`src/sv/mbrtu_pkg.sv`:
```
package mbrtu_pkg;

    localparam int MAX_FRAME_BYTES = 256;
    localparam int IDX_W = $clog2(MAX_FRAME_BYTES + 2);
    localparam int LEN_W = 9;
    localparam int CMP_W = (IDX_W > LEN_W) ? IDX_W : LEN_W;

    localparam logic [IDX_W-1:0] IDX_SAT = IDX_W'(MAX_FRAME_BYTES + 1);
    localparam logic [CMP_W-1:0] LIMIT_CAP = CMP_W'(MAX_FRAME_BYTES);

    localparam logic [15:0] CRC_INIT = 16'hFFFF;
    localparam logic [15:0] CRC_POLY = 16'hA001;
    localparam logic [15:0] SIL_MAX = 16'hFFFF;
    localparam logic [31:0] CNT_MAX = 32'hFFFF_FFFF;
    localparam logic [7:0] BCAST_UNIT = 8'hFF;

    localparam logic [1:0] REQ_TX_BYTE = 2'd0;
    localparam logic [1:0] REQ_RX_BYTE = 2'd1;
    localparam logic [1:0] REQ_TICK = 2'd2;

    localparam logic [1:0] ST_CLEAR = 2'd0;
    localparam logic [1:0] ST_WAIT = 2'd1;
    localparam logic [1:0] ST_READ = 2'd2;

    localparam logic [2:0] EV_NONE = 3'd0;
    localparam logic [2:0] EV_PENDING = 3'd1;
    localparam logic [2:0] EV_VALID = 3'd2;
    localparam logic [2:0] EV_INVALID = 3'd3;
    localparam logic [2:0] EV_TIMEOUT = 3'd4;
    localparam logic [2:0] EV_REQ_SENT = 3'd5;
    localparam logic [2:0] EV_BCAST_SENT = 3'd6;

    localparam logic [1:0] REG_MAX_LEN = 2'd0;
    localparam logic [1:0] REG_TIMEOUT = 2'd1;
    localparam logic [1:0] REG_ERR_ILL = 2'd2;
    localparam logic [1:0] REG_ERR_TO = 2'd3;

    localparam logic [8:0] RST_MAX_LEN = 9'd256;
    localparam logic [15:0] RST_TIMEOUT = 16'd1000;

    typedef struct packed {
        logic [1:0] req_type;
        logic [7:0] data_byte;
        logic       is_last;
    } item_t;

    typedef struct packed {
        logic [LEN_W-1:0] max_frame_len;
        logic [15:0]      quiet_limit;
        logic [7:0]       reply_err_code;
        logic [7:0]       drop_err_code;
    } cfg_t;

    typedef struct packed {
        logic [31:0]      dropped_count;
        logic [31:0]      invalid_count;
        logic [31:0]      valid_count;
        logic [7:0]       func_code;
        logic [7:0]       unit_id;
        logic [7:0]       error_code;
        logic [LEN_W-1:0] payload_len;
        logic [15:0]      crc_out;
    } res_t;

    function automatic logic [15:0] crc_byte(input logic [15:0] crc, input logic [7:0] b);
        logic [15:0] c;
        c = crc ^ {8'h00, b};
        for (int i = 0; i < 8; i++) begin
            c = c[0] ? ((c >> 1) ^ CRC_POLY) : (c >> 1);
        end
        return c;
    endfunction

    function automatic logic [31:0] sat_inc(input logic [31:0] v);
        return (v == CNT_MAX) ? v : v + 32'd1;
    endfunction

endpackage

```
`src/sv/modbus_rtu_master_frame_check_top.sv`:
```
// Channel   Direction  Handshake            Payload
// s_        in         s_tvalid/s_tready    tdata data_byte, tuser req_type, tlast is_last
// m_        out        m_tvalid/m_tready    tuser event_res, tdata result fields
// APB       in         psel/penable/pready  four configuration registers at 4*index
//
// Every transfer yields exactly one result transfer, through the input register and then the result register.
// One item is taken per cycle while the result is not stalled; the byte-wide CRC update and the state update
// sit between the input register and the result register.
// A stalled result holds the result register and, through it, the input register.
// Reset is synchronous and active low; no clearing pass is needed.
module modbus_rtu_master_frame_check_top (
    input  logic          aclk,
    input  logic          aresetn,
    input  logic          s_tvalid,
    output logic          s_tready,
    input  logic [7:0]    s_tdata,   // data_byte
    input  logic [1:0]    s_tuser,   // req_type
    input  logic          s_tlast,
    output logic          m_tvalid,
    input  logic          m_tready,
    output logic [151:0]  m_tdata,   // crc_out, payload_len, error_code, unit_id, func_code,
                                     // valid_count, invalid_count, dropped_count, zero fill
    output logic [2:0]    m_tuser,   // event_res
    input  logic          psel,
    input  logic          penable,
    input  logic          pwrite,
    input  logic [3:0]    paddr,
    input  logic [31:0]   pwdata,
    output logic [31:0]   prdata,
    output logic          pready
);

    mbrtu_pkg::cfg_t  cfg;
    mbrtu_pkg::item_t item;
    mbrtu_pkg::res_t  res;
    logic             item_valid;
    logic             advance;

    mbrtu_cfg u_cfg (
        .aclk    (aclk),
        .aresetn (aresetn),
        .psel    (psel),
        .penable (penable),
        .pwrite  (pwrite),
        .paddr   (paddr),
        .pwdata  (pwdata),
        .prdata  (prdata),
        .pready  (pready),
        .cfg     (cfg)
    );

    mbrtu_in_stage u_in (
        .aclk       (aclk),
        .aresetn    (aresetn),
        .s_tvalid   (s_tvalid),
        .s_tready   (s_tready),
        .s_tdata    (s_tdata),
        .s_tuser    (s_tuser),
        .s_tlast    (s_tlast),
        .advance    (advance),
        .item_valid (item_valid),
        .item       (item)
    );

    mbrtu_core u_core (
        .aclk       (aclk),
        .aresetn    (aresetn),
        .cfg        (cfg),
        .item_valid (item_valid),
        .item       (item),
        .advance    (advance),
        .m_tvalid   (m_tvalid),
        .m_tready   (m_tready),
        .m_tuser    (m_tuser),
        .res        (res)
    );

    assign m_tdata = {{(152 - $bits(mbrtu_pkg::res_t)){1'b0}}, res};

endmodule

```
`src/sv/mbrtu_cfg.sv`:
```
module mbrtu_cfg (
    input  logic                 aclk,
    input  logic                 aresetn,
    input  logic                 psel,
    input  logic                 penable,
    input  logic                 pwrite,
    input  logic [3:0]           paddr,
    input  logic [31:0]          pwdata,
    output logic [31:0]          prdata,
    output logic                 pready,
    output mbrtu_pkg::cfg_t      cfg
);

    mbrtu_pkg::cfg_t cfg_reg;
    mbrtu_pkg::cfg_t cfg_next;
    logic            wr_en;

    assign pready = 1'b1;
    assign wr_en = psel && penable && pwrite;
    assign cfg = cfg_reg;

    always_comb begin
        cfg_next = cfg_reg;
        if (wr_en) begin
            unique case (paddr[3:2])
                mbrtu_pkg::REG_MAX_LEN: cfg_next.max_frame_len = pwdata[mbrtu_pkg::LEN_W-1:0];
                mbrtu_pkg::REG_TIMEOUT: cfg_next.quiet_limit = pwdata[15:0];
                mbrtu_pkg::REG_ERR_ILL: cfg_next.reply_err_code = pwdata[7:0];
                mbrtu_pkg::REG_ERR_TO:  cfg_next.drop_err_code = pwdata[7:0];
                default: cfg_next = cfg_reg;
            endcase
        end
    end

    always_comb begin
        unique case (paddr[3:2])
            mbrtu_pkg::REG_MAX_LEN: prdata = {{(32-mbrtu_pkg::LEN_W){1'b0}}, cfg_reg.max_frame_len};
            mbrtu_pkg::REG_TIMEOUT: prdata = {16'h0000, cfg_reg.quiet_limit};
            mbrtu_pkg::REG_ERR_ILL: prdata = {24'h000000, cfg_reg.reply_err_code};
            mbrtu_pkg::REG_ERR_TO:  prdata = {24'h000000, cfg_reg.drop_err_code};
            default: prdata = 32'h0;
        endcase
    end

    always_ff @(posedge aclk) begin
        if (!aresetn) begin
            cfg_reg.max_frame_len <= mbrtu_pkg::RST_MAX_LEN;
            cfg_reg.quiet_limit <= mbrtu_pkg::RST_TIMEOUT;
            cfg_reg.reply_err_code <= 8'h00;
            cfg_reg.drop_err_code <= 8'h00;
        end else begin
            cfg_reg <= cfg_next;
        end
    end

endmodule

```
`src/sv/mbrtu_in_stage.sv`:
```
module mbrtu_in_stage (
    input  logic                aclk,
    input  logic                aresetn,
    input  logic                s_tvalid,
    output logic                s_tready,
    input  logic [7:0]          s_tdata,
    input  logic [1:0]          s_tuser,
    input  logic                s_tlast,
    input  logic                advance,
    output logic                item_valid,
    output mbrtu_pkg::item_t    item
);

    logic             vld_reg;
    logic             vld_next;
    mbrtu_pkg::item_t item_reg;

    assign s_tready = !vld_reg || advance;
    assign vld_next = s_tready ? s_tvalid : vld_reg;
    assign item_valid = vld_reg;
    assign item = item_reg;

    always_ff @(posedge aclk) begin
        if (!aresetn) begin
            vld_reg <= 1'b0;
        end else begin
            vld_reg <= vld_next;
        end
    end

    always_ff @(posedge aclk) begin
        if (s_tready && s_tvalid) begin
            item_reg.req_type <= s_tuser;
            item_reg.data_byte <= s_tdata;
            item_reg.is_last <= s_tlast;
        end
    end

endmodule

```
`src/sv/mbrtu_core.sv`:
```
module mbrtu_core (
    input  logic                aclk,
    input  logic                aresetn,
    input  mbrtu_pkg::cfg_t     cfg,
    input  logic                item_valid,
    input  mbrtu_pkg::item_t    item,
    output logic                advance,
    output logic                m_tvalid,
    input  logic                m_tready,
    output logic [2:0]          m_tuser,
    output mbrtu_pkg::res_t     res
);

    localparam int IW = mbrtu_pkg::IDX_W;
    localparam int CW = mbrtu_pkg::CMP_W;

    logic [1:0]    status_reg, status_next;
    logic [7:0]    unit_reg, unit_next;
    logic [7:0]    func_reg, func_next;
    logic [IW-1:0] idx_reg, idx_next;
    logic [15:0]   crc_reg, crc_next;
    logic [15:0]   sil_reg, sil_next;
    logic [31:0]   vtot_reg, vtot_next;
    logic [31:0]   itot_reg, itot_next;
    logic [31:0]   dtot_reg, dtot_next;

    logic            out_vld_reg, out_vld_next;
    logic [2:0]      ev_reg, ev_next;
    mbrtu_pkg::res_t res_reg, res_next;

    logic            take;
    logic [IW-1:0]   idx_inc;
    logic [CW-1:0]   idx_cmp;
    logic [CW-1:0]   limit;
    logic [CW-1:0]   max_len_ext;
    logic [15:0]     crc_upd;
    logic [15:0]     sil_inc;
    logic            wrong_unit;

    assign advance = !out_vld_reg || m_tready;
    assign take = item_valid && advance;

    assign idx_inc = (idx_reg < mbrtu_pkg::IDX_SAT) ? idx_reg + IW'(1) : idx_reg;
    assign idx_cmp = CW'(idx_inc);
    assign max_len_ext = CW'(cfg.max_frame_len);
    assign limit = (max_len_ext > mbrtu_pkg::LIMIT_CAP) ? mbrtu_pkg::LIMIT_CAP : max_len_ext;
    assign crc_upd = mbrtu_pkg::crc_byte(crc_reg, item.data_byte);
    assign sil_inc = (sil_reg < mbrtu_pkg::SIL_MAX) ? sil_reg + 16'd1 : sil_reg;
    assign wrong_unit = (idx_reg == '0) && (item.data_byte != unit_reg);

    always_comb begin
        status_next = status_reg;
        unit_next = unit_reg;
        func_next = func_reg;
        idx_next = idx_reg;
        crc_next = crc_reg;
        sil_next = sil_reg;
        vtot_next = vtot_reg;
        itot_next = itot_reg;
        dtot_next = dtot_reg;
        ev_next = mbrtu_pkg::EV_NONE;
        res_next = '0;

        if (item.req_type == mbrtu_pkg::REQ_TX_BYTE && status_reg == mbrtu_pkg::ST_CLEAR) begin
            if (idx_reg == '0) begin
                unit_next = item.data_byte;
                func_next = 8'h00;
            end else if (idx_reg == IW'(1)) begin
                func_next = item.data_byte;
            end
            crc_next = crc_upd;
            idx_next = idx_inc;
            if (item.is_last) begin
                res_next.crc_out = crc_upd;
                if (unit_next == mbrtu_pkg::BCAST_UNIT) begin
                    ev_next = mbrtu_pkg::EV_BCAST_SENT;
                end else begin
                    ev_next = mbrtu_pkg::EV_REQ_SENT;
                    status_next = mbrtu_pkg::ST_WAIT;
                    sil_next = 16'h0000;
                end
                crc_next = mbrtu_pkg::CRC_INIT;
                idx_next = '0;
            end
        end else if (item.req_type == mbrtu_pkg::REQ_RX_BYTE &&
                     status_reg != mbrtu_pkg::ST_CLEAR) begin
            sil_next = 16'h0000;
            idx_next = idx_inc;
            if (idx_cmp > limit || wrong_unit) begin
                ev_next = mbrtu_pkg::EV_INVALID;
                res_next.error_code = cfg.reply_err_code;
                itot_next = mbrtu_pkg::sat_inc(itot_reg);
                status_next = mbrtu_pkg::ST_CLEAR;
                crc_next = mbrtu_pkg::CRC_INIT;
                idx_next = '0;
            end else if (crc_upd == 16'h0000) begin
                ev_next = mbrtu_pkg::EV_VALID;
                res_next.payload_len = (idx_cmp >= CW'(2)) ?
                                       mbrtu_pkg::LEN_W'(idx_cmp - CW'(2)) : '0;
                vtot_next = mbrtu_pkg::sat_inc(vtot_reg);
                status_next = mbrtu_pkg::ST_CLEAR;
                crc_next = mbrtu_pkg::CRC_INIT;
                idx_next = '0;
            end else begin
                ev_next = mbrtu_pkg::EV_PENDING;
                crc_next = crc_upd;
                status_next = mbrtu_pkg::ST_READ;
            end
        end else if (item.req_type == mbrtu_pkg::REQ_TICK &&
                     status_reg != mbrtu_pkg::ST_CLEAR) begin
            sil_next = sil_inc;
            if (sil_inc > cfg.quiet_limit) begin
                ev_next = mbrtu_pkg::EV_TIMEOUT;
                res_next.error_code = cfg.drop_err_code;
                dtot_next = mbrtu_pkg::sat_inc(dtot_reg);
                status_next = mbrtu_pkg::ST_CLEAR;
                sil_next = 16'h0000;
                crc_next = mbrtu_pkg::CRC_INIT;
                idx_next = '0;
            end
        end

        res_next.unit_id = unit_next;
        res_next.func_code = func_next;
        res_next.valid_count = vtot_next;
        res_next.invalid_count = itot_next;
        res_next.dropped_count = dtot_next;
    end

    assign out_vld_next = advance ? item_valid : out_vld_reg;

    always_ff @(posedge aclk) begin
        if (!aresetn) begin
            status_reg <= mbrtu_pkg::ST_CLEAR;
            unit_reg <= 8'h00;
            func_reg <= 8'h00;
            idx_reg <= '0;
            crc_reg <= mbrtu_pkg::CRC_INIT;
            sil_reg <= 16'h0000;
            vtot_reg <= 32'h0;
            itot_reg <= 32'h0;
            dtot_reg <= 32'h0;
            out_vld_reg <= 1'b0;
        end else begin
            out_vld_reg <= out_vld_next;
            if (take) begin
                status_reg <= status_next;
                unit_reg <= unit_next;
                func_reg <= func_next;
                idx_reg <= idx_next;
                crc_reg <= crc_next;
                sil_reg <= sil_next;
                vtot_reg <= vtot_next;
                itot_reg <= itot_next;
                dtot_reg <= dtot_next;
            end
        end
    end

    always_ff @(posedge aclk) begin
        if (take) begin
            ev_reg <= ev_next;
            res_reg <= res_next;
        end
    end

    assign m_tvalid = out_vld_reg;
    assign m_tuser = ev_reg;
    assign res = res_reg;

endmodule

```
`config.mk`:
```
export PLATFORM = sky130hd
export DESIGN_NAME = modbus_rtu_master_frame_check_top
export DESIGN_NICKNAME = d
export VERILOG_FILES = /design/src/sv/mbrtu_pkg.sv /design/src/sv/modbus_rtu_master_frame_check_top.sv /design/src/sv/mbrtu_cfg.sv /design/src/sv/mbrtu_in_stage.sv /design/src/sv/mbrtu_core.sv
export SDC_FILE = /design/constraint.sdc
export NUM_CORES = 1
export LEC_CHECK = 0
export ABC_AREA = 0
export BUFFER_PORTS_ARGS = -buffer_cell sky130_fd_sc_hd__buf_2
export CAP_MARGIN = 5
export CORE_ASPECT_RATIO = 1.1
export CORE_UTILIZATION = 35
export CTS_CLUSTER_DIAMETER = 150
export DETAILED_ROUTE_END_ITERATION = 8
export PLACE_DENSITY = 0.57
export SLEW_MARGIN = 5
export SYNTH_ARGS = -nofsm -noshare
export SYNTH_HDL_FRONTEND = slang
export SYNTH_SLANG_ARGS = --single-unit
```
`constraint.sdc`:
```
create_clock -name aclk -period 5.65 [get_ports aclk]
set_input_delay 0.2825 -clock aclk [delete_from_list [all_inputs] [get_ports aclk]]
set_output_delay 0.2825 -clock aclk [all_outputs]
set_load 0.01 [all_outputs]
```
==> results of run 1 <==
==> cells in the mapped netlist (8+ instances only) <==
library cell and number:
xnor2_1 124, a21oi_1 67, ha_1 33, nor3_1 57, mux4_2 8, nand2b_1 27
mux2i_1 48, nand2_1 216, o21ai_0 19, buf_4 24, and2_1 18, nor2b_1 8
and3_1 35, a22o_1 14, buf_2 10, nand4_1 53, nand3_1 72, nor2_1 205
nor4_1 37, or3_1 9, mux2_2 9, xor2_1 73, a2bb2oi_1 12, o21a_1 9
edfxtp_1 159, or2_2 9, inv_1 36, dfxtp_1 198, or4_1 15, o211ai_1 9
clkbuf_1 79
==> routing by layer <==
layer | routed length [um] | GRT usage (%)
met1 | 20580 | 23.01
met4 | 951 | 5.330
met3 | 2199 | 3.224
met2 | 21420 | 28.55
met5 | 0 | 0
==> report_power, final <==
| group | leakage, nW | switching, mW | internal, mW |
|---|---|---|---|
| Combinational | 4.04 | 0.203 | 0.109 |
| Clock | 0.651 | 1.09 | 1.54 |
| Sequential | 3.06 | 0.0387 | 2.76 |
| Total | 7.75 | 1.33 | 4.41 |
==> repair_timing <==
action                     CTS  global route
resized for setup            0             0
setup endpoints to repair    0             0
hold buffers                27             0
hold endpoints to repair    42             0
==> cells by family after synthesis <==
| group | after synthesis |
|---|---|
| xor+xnor | 197 |
| compound gates | 182 |
| mux | 65 |
| simple gates | 801 |
| flops | 357 |
| other cells | 2 |
| buf+inv | 158 |
| fa+ha+maj | 33 |
==> path summary, 6_finish.rpt <==
| kind | slack [ps] | cells after the start | end |
|---|---|---|---|
| max | 850 | 17 | u_core.crc_reg[11]$_SDFFE_PN1P_ |
| min | 40 | 3 | u_cfg.cfg[21]$_SDFFE_PN1P_ |
| max reg2reg | 850 | 17 | u_core.crc_reg[11]$_SDFFE_PN1P_ |
| min reg2reg | 450 | 2 | u_core.func_reg[4]$_SDFFE_PN0P_ |
==> critical path, cell delays in order (launching register included) <==
cell	delay, ps
dfxtp_1	400
inv_1	220
nand4_1	150
or2_2	350
nor2_1	140
xnor2_1	220
inv_1	140
ha_1	350
nand4_1	190
nor3_1	340
o211ai_1	140
a211oi_1	420
nor3_2	90
buf_4	250
o32ai_1	300
nor2b_1	590
buf_4	290
a2bb2oi_1	70
==> metrics by stage <==
step	setup slack, ps	utilization [%]	hold slack [ps]	power, mW
final	847.4	41.92	44.59	5.743
after global routing	382.6	41.92	49.69	5.961
after CTS	858.4	41.92	10.39	5.832
after detailed placement	900.5	38.68	448.1	3.158
after global placement	954.3	38.68	442.1	3.154
after floorplan	112.7	-	381.4	3.045
==> final cells by class <==
type                    count  area share, %
flip-flops and latches    357          42.43
multi-input cells        1302          39.65
repair buffers            246          6.853
clock buffers              52          5.425
well taps                 652          3.961
clock inverters            21         0.9902
inverters                  36         0.6925
==> cell usage in the layout (no fill, tap or decap), types with 24 or more instances in the layout <==
cell type / Yosys / routed
nand2_1: 216 / 216
nor2_1: 205 / 205
buf_2: 10 / 201
dfxtp_1: 198 / 198
edfxtp_1: 159 / 159
xnor2_1: 124 / 124
xor2_1: 73 / 73
nand3_1: 72 / 72
a21oi_1: 67 / 67
nor3_1: 57 / 57
nand4_1: 53 / 53
mux2i_1: 48 / 48
clkbuf_16: 0 / 41
nor4_1: 37 / 36
and3_1: 35 / 35
inv_1: 36 / 34
ha_1: 33 / 33
dlygate4sd3_1: 0 / 27
nand2b_1: 27 / 26
conb_1: 2 / 24
==> flow_summary.json, run 1 <==
{
  "outcome": "complete, no violations",
  "power.leakage_nw": 7.752,
  "globalRouteOverflowTotal": 0,
  "largest_reg_flops": 145,
  "vias": 13640,
  "clk_pin_slew_ps": 60,
  "finalCritPeriodShare_pct": 85.00,
  "die_area_sq_mm": 0.05096,
  "yosys.area_share.adder_pct": 2.357,
  "grt_pass1_wl_mm": 70.61,
  "worstReg2RegStart": "u_core.idx_reg[8]$_SDFFE_PN0P_",
  "tns_ps": 0,
  "worst_hold_path_type": "in2reg",
  "ys_seq_area_share_pct": 49.88,
  "power.density_mw_per_mm2": 278.9,
  "start_util_pct": 35.66,
  "startpoint": "u_core.idx_reg[8]$_SDFFE_PN0P_",
  "antenna_cells": 0,
  "die_w_um": 215.3,
  "crit_type": "reg2reg",
  "ys.warnings.count": 0,
  "synth_area_sq_mm": 0.01752,
  "tritoncts": "done",
  "multi_input_area_sq_mm": 0.008167,
  "min-delay-start": "pwdata[5]",
  "rsz0062_at_grt": "no",
  "yosys.area_share.xor_xnor_pct": 9.848,
  "cts-root-buf": "clkbuf_16",
  "drt-initial-drc-count": 724,
  "core_area_sq_mm": 0.04913,
  "synth.avg_cell_area_sq_um": 9.761,
  "register_area_sq_mm": 0.008738,
  "rows": 85,
  "cts_setup_buffers": 0,
  "drt_wl_total_mm": 45.15,
  "finClkSkew_ps": 33.03,
  "synthFlopType": "dfxtp_1",
  "synth-simple-area-share_pct": 22.57,
  "synth_top_family_by_area": "simple AND/OR/NAND/NOR gates",
  "final_area_sq_mm": 0.02060,
  "dr.pass1.iters": 6,
  "drc": 0,
  "yosys-mux-area-fraction_pct": 4.349,
  "layout-drive-gt1-share_pct": 16.24,
  "synth.top_cell.area_share_pct": 27.25,
  "tightest_slew_ps": 1144,
  "vias_per_cell": 5.114,
  "finalMaxSlewViolations": 0,
  "clockBufferDepth": 3,
  "grtUsageTotal_pct": 17.35,
  "synth_top_area_cell": "edfxtp_1",
  "cp_max_fo": 25,
  "h-tree-depth": 2,
  "irDropWorstVdd_mv": 0.2047,
  "startpoint_type": "flip-flop",
  "wl_per_cell_um": 16.94,
  "nFillCells": 4851,
  "hold_viol_final": 0,
  "max-cap-violations": 0,
  "antenna_found_initial": 0,
  "cts_buffers": 40,
  "worstPathArrival_ps": 5220,
  "relSlewSlack_pct": 23.67,
  "cts_sinks": 357,
  "maxClockFrequency_ghz": 0.2082,
  "endpoint_kind": "flip-flop",
  "synth-compound-area-share_pct": 6.906,
  "post-dp-hpwl_mm": 31.00,
  "ys_seq_elements": 357,
  "grt_pass1_vias": 12930,
  "insertion_delay_ps": 570,
  "ioPinCount": 244,
  "ys_top_cells_by_area": "edfxtp_1, dfxtp_1, xnor2_1, nand2_1, nor2_1",
  "fp.dieH_um": 236.7,
  "areaGrowthSynthToFinish_pct": 17.55,
  "ys_async_sr_fraction_pct": 0,
  "layout_min_cycle_time_ps": 4803,
  "synth-edff-count": 159,
  "synth.distinct_cells": 74,
  "nets": 2070,
  "dpl-instance-area_sq_mm": 0.01900,
  "grt_max_degree": 84,
  "io_buffer_count": 201,
  "worstPathRequired_ps": 6070,
  "fin_cells": 2666,
  "setup_viol": 0,
  "gp_congestion": 0.8515,
  "netlist_instances": 1795,
  "final_antenna_net_count": 0,
  "placed_cells": 2566
}
(Power assumes the default switching activity.)
==> run 2, diff against run 1 <==
Settings changed: CORE_UTILIZATION 35 to 42, PLACE_DENSITY 0.57 to 0.66.
==> flow_summary.json, run 2 (synthesized netlist as in run 1, its figures left out) <==
{
  "insertion_delay_ps": 570,
  "fp.dieH_um": 216.2,
  "drt-initial-drc-count": 783,
  "tns_ps": 0,
  "gp_congestion": 0.8639,
  "final_util_pct": 49.71,
  "die_area_sq_mm": 0.04254,
  "drc": 0,
  "final_antenna_net_count": 0,
  "vias": 13760,
  "worst_hold_path_type": "in2reg",
  "layout-drive-gt1-share_pct": 16.24,
  "nets": 2070,
  "startpoint_type": "flip-flop",
  "layout_min_cycle_time_ps": 5016,
  "layout_common_cells": "nand2_1, nor2_1, buf_2",
  "wl_met3_mm": 2.541,
  "globalRouteOverflowTotal": 0,
  "setup_viol": 0,
  "final_common_cell": "nand2_1",
  "start_util_pct": 42.54,
  "h-tree-depth": 2,
  "worstPathArrival_ps": 5300,
  "dr.pass1.iters": 7,
  "finalCritPeriodShare_pct": 88.78,
  "vias_per_cell": 5.343,
  "irDropWorstVdd_mv": 0.2557,
  "largest_reg_flops": 145,
  "cts_buffers": 39,
  "endpoint_kind": "flip-flop",
  "grt_max_degree": 93,
  "cp_max_fo": 16,
  "relSlewSlack_pct": 22.41,
  "crit_type": "reg2reg",
  "wl_per_cell_um": 16.72,
  "grt_pass1_wl_mm": 67.61,
  "post-dp-hpwl_mm": 29.43,
  "clk_pin_slew_ps": 60,
  "topRoutingLayerUsed": "met4",
  "antenna_found_initial": 1,
  "grt_pass1_vias": 12750,
  "outcome": "complete, no violations",
  "max-cap-violations": 0,
  "tightest_slew_ps": 1163,
  "areaGrowthSynthToFinish_pct": 16.85,
  "finalMaxSlewViolations": 0,
  "ioPinCount": 244,
  "core_area_sq_mm": 0.04118,
  "wl_met1_mm": 18.82,
  "tritoncts": "done",
  "cts-root-buf": "clkbuf_16",
  "die_w_um": 196.7,
  "wl_met2_mm": 20.48,
  "cts_sinks": 357,
  "ctsResizeCount": 0,
  "grtUsageTotal_pct": 19.81,
  "rows": 78,
  "maxClockFrequency_ghz": 0.1994,
  "power.leakage_nw": 7.744,
  "rsz0062_at_grt": "no",
  "finClkSkew_ps": 29.40,
  "clockBufferDepth": 3,
  "hold_viol_final": 0,
  "drt_wl_total_mm": 43.06,
  "io_buffer_count": 201,
  "worstPathRequired_ps": 5940,
  "power.density_mw_per_mm2": 279.1
}
run 2: power by group:
| part | total (mW) | switching [mW] | internal, mW |
|---|---|---|---|
| Sequential | 2.80 | 0.0369 | 2.76 |
| Clock | 2.61 | 1.08 | 1.52 |
| Combinational | 0.312 | 0.202 | 0.110 |
| Total | 5.71 | 1.32 | 4.39 |
run 2: path summary, 6_finish.rpt:
| path | end | start | slack [ps] | cells past startpoint |
|---|---|---|---|---|
| min | u_cfg.cfg[38]$_SDFFE_PN0P_ | pwdata[6] | 30 | 3 |
| min reg2reg | u_core.func_reg[2]$_SDFFE_PN0P_ | u_core.func_reg[2]$_SDFFE_PN0P_ | 460 | 2 |
| max | u_core.res[125]$_DFFE_PP_ | u_core.sil_reg[0]$_SDFFE_PN0P_ | 630 | 14 |
| max reg2reg | u_core.res[125]$_DFFE_PP_ | u_core.sil_reg[0]$_SDFFE_PN0P_ | 630 | 14 |
run 2: metrics by stage:
stage / cell area [sq um] / power (mW) / instances / setup slack (ps) / hold slack (ps)
after floorplan: 17610 / 3.045 / 1817 / 112.7 / 381.4
after global placement: 18880 / 3.147 / 2474 / 823.5 / 441.3
after detailed placement: 18880 / 3.153 / 2474 / 721.1 / 447.8
after CTS: 20470 / 5.772 / 2574 / 676.4 / 3.392
after global routing: 20470 / 5.897 / 2575 / 258.5 / 33.93
final: 20470 / 5.715 / 2575 / 634.0 / 30.50
run 2: cell type report:
cell class                      instances  area [sq um]
Antenna cell                            1         2.502
Clock buffer                           45          1050
Clock inverter                         27         256.5
Fill cell                            3845         20710
Inverter                               36         142.6
Multi-Input combinational cell       1302          8160
Sequential cell                       357          8738
Tap cell                              560         700.7
Timing Repair Buffer                  247          1421
run 2: what timing repair did:
| item | CTS | global route |
|---|---|---|
| hold buffers | 28 | 0 |
| hold endpoints to repair | 40 | 0 |
| setup buffers | 0 | 0 |
run 2: metal layers:
metal,GRT usage (%),vias to the layer above
met5,0,-
met4,6.796,0
met3,3.797,73
met2,32.57,406
met1,26.01,6617
li1,-,6663
run 2: worst max-delay path, cell delays in order (launching register included):
cell	delay, ps
dfxtp_1	470
ha_1	270
nand4_1	230
nor3_1	520
nor2_1	200
nand3_1	180
xnor2_1	170
ha_1	300
nand4_1	160
nor4_1	100
nor4b_1	420
o21a_1	620
nand2_1	590
nor4_1	400
xor2_1	110
==> run 3, diff against run 2 <==
Settings changed: CORE_UTILIZATION 42 to 40, PLACE_DENSITY 0.66 to 0.63.
==> flow_summary.json, run 3 (synthesized netlist as in run 1, its figures left out) <==
{
  "power.leakage_nw": 7.760,
  "nets": 2069,
  "ioPinCount": 244,
  "vias_per_cell": 5.289,
  "cts_sinks": 357,
  "drt_wl_total_mm": 44.43,
  "cts-root-buf": "clkbuf_16",
  "max-cap-violations": 0,
  "power.density_mw_per_mm2": 283.2,
  "hold_viol_final": 0,
  "dp_slack_ps": 708.3,
  "drt-initial-drc-count": 730,
  "endpoint_kind": "flip-flop",
  "outcome": "complete, no violations",
  "tritoncts": "done",
  "start_util_pct": 40.52,
  "final_area_sq_mm": 0.02052,
  "ctsResizeCount": 0,
  "wl_met1_mm": 19.79,
  "ctsHoldBuffers": 26,
  "finalCritPeriodShare_pct": 87.58,
  "insertion_delay_ps": 580,
  "areaGrowthSynthToFinish_pct": 17.12,
  "die_w_um": 201.6,
  "fp.dieH_um": 221.5,
  "grtUsageTotal_pct": 19.58,
  "hold_slack_ps": 32.88,
  "grt_pass1_vias": 13270,
  "final_util_pct": 47.46,
  "h-tree-depth": 2,
  "cp_top_family": "simple AND/OR/NAND/NOR gates",
  "startpoint": "u_core.sil_reg[2]$_SDFFE_PN0P_",
  "irDropWorstVdd_mv": 0.1854,
  "setup_viol": 0,
  "layout-drive-gt1-share_pct": 16.29,
  "clk_pin_slew_ps": 60,
  "grt_pass1_wl_mm": 70.41,
  "startpoint_type": "flip-flop",
  "worstPathArrival_ps": 5240,
  "vias": 13690,
  "nFillCells": 4075,
  "dr.pass1.iters": 5,
  "layout_min_cycle_time_ps": 4948,
  "worstReg2RegStart": "u_core.sil_reg[2]$_SDFFE_PN0P_",
  "final_antenna_net_count": 0,
  "rows": 80,
  "crit_type": "reg2reg",
  "critPathBufInv": 0,
  "core_area_sq_mm": 0.04324,
  "max_stage_delay_ps": 590,
  "worst_hold_path_type": "in2reg",
  "maxClockFrequency_ghz": 0.2021,
  "finalMaxSlewViolations": 0,
  "die_area_sq_mm": 0.04464,
  "final_common_cell": "nand2_1",
  "worstPathRequired_ps": 5940,
  "grt_max_degree": 95,
  "cts_buffers": 39,
  "topRoutingLayerUsed": "met4",
  "globalRouteOverflowTotal": 0,
  "wl_met3_mm": 2.407,
  "multi_input_area_sq_mm": 0.008169,
  "cp_max_fo": 16,
  "slowest_stage": "o21a_1",
  "antenna_found_initial": 1,
  "fin_ws_ps": 701.8,
  "path_cells": "and3_1 > nand4_1 > nor3_1 > nor2_1 > nand3_1 > xnor2_1 > ha_1 > nand4_1 > nor4_1 > nor4b_1 > o21a_1 > nand2_1 > nor4_1 > xor2_1",
  "post-dp-hpwl_mm": 30.29,
  "clockBufferDepth": 3,
  "tightest_slew_ps": 1141,
  "tns_ps": 0,
  "wl_met2_mm": 21.02,
  "drc": 0,
  "placed_cells": 2489,
  "gp_congestion": 0.8676,
  "wl_per_cell_um": 17.17,
  "power_mw": 5.812,
  "finClkSkew_ps": 31.41,
  "layout_common_cells": "nand2_1, nor2_1, buf_2",
  "register_area_sq_mm": 0.008738,
  "largest_reg_flops": 145,
  "io_buffer_count": 201,
  "rsz0062_at_grt": "no",
  "dpl-instance-area_sq_mm": 0.01891,
  "fin_cells": 2588,
  "cts_setup_buffers": 0,
  "relSlewSlack_pct": 23.92,
  "min-delay-start": "m_tready"
}
## run 3: cell count changes in the layout (fill, tap and decap cells not counted), sizes merged
cell,before,now
clkbuf,45,48
clkinvlp,4,2
dlygate4sd3,28,26
bufinv,4,6
clkinv,17,14
buf,219,220
## run 3: routing by layer
metal / up-vias / global-route usage (%)
met5: - / 0
li1: 6665 / -
met1: 6532 / 25.52
met3: 77 / 3.395
met2: 415 / 32.53
met4: 0 / 7.063
## run 3: path summary, 6_finish.rpt
kind                                           to  slack (ps)  cells after the start
setup / recovery        u_core.res[125]$_DFFE_PP_         700                     14
hold reg to reg   u_core.func_reg[4]$_SDFFE_PN0P_         460                      2
setup reg to reg        u_core.res[125]$_DFFE_PP_         700                     14
hold / removal       u_core.m_tvalid$_SDFFE_PN0P_          30                      4
## run 3: final cells by class
type / count / share of cell area (%)
inverters: 36 / 0.6951
well taps: 574 / 3.500
flip-flops and latches: 357 / 42.58
clock buffers: 48 / 5.122
repair buffers: 246 / 6.865
diodes: 1 / 0.01219
multi-input cells: 1302 / 39.81
clock inverters: 24 / 1.415
## run 3: where the power goes
group	total (mW)	switching, mW	leakage (nW)	internal, mW
Combinational	0.315	0.206	4.04	0.109
Clock	2.70	1.09	0.657	1.61
Sequential	2.80	0.0369	3.06	2.76
Total	5.81	1.34	7.76	4.47
## run 3: worst register-to-register path: cells and delay by family, from the launching register on
family	cells	cell delay (ps)
AND/OR/NAND/NOR	10	3030
AO/OA/AOI/OAI	1	590
flip-flops	1	450
adder cells (fa/ha/maj)	1	300
XOR/XNOR	2	290
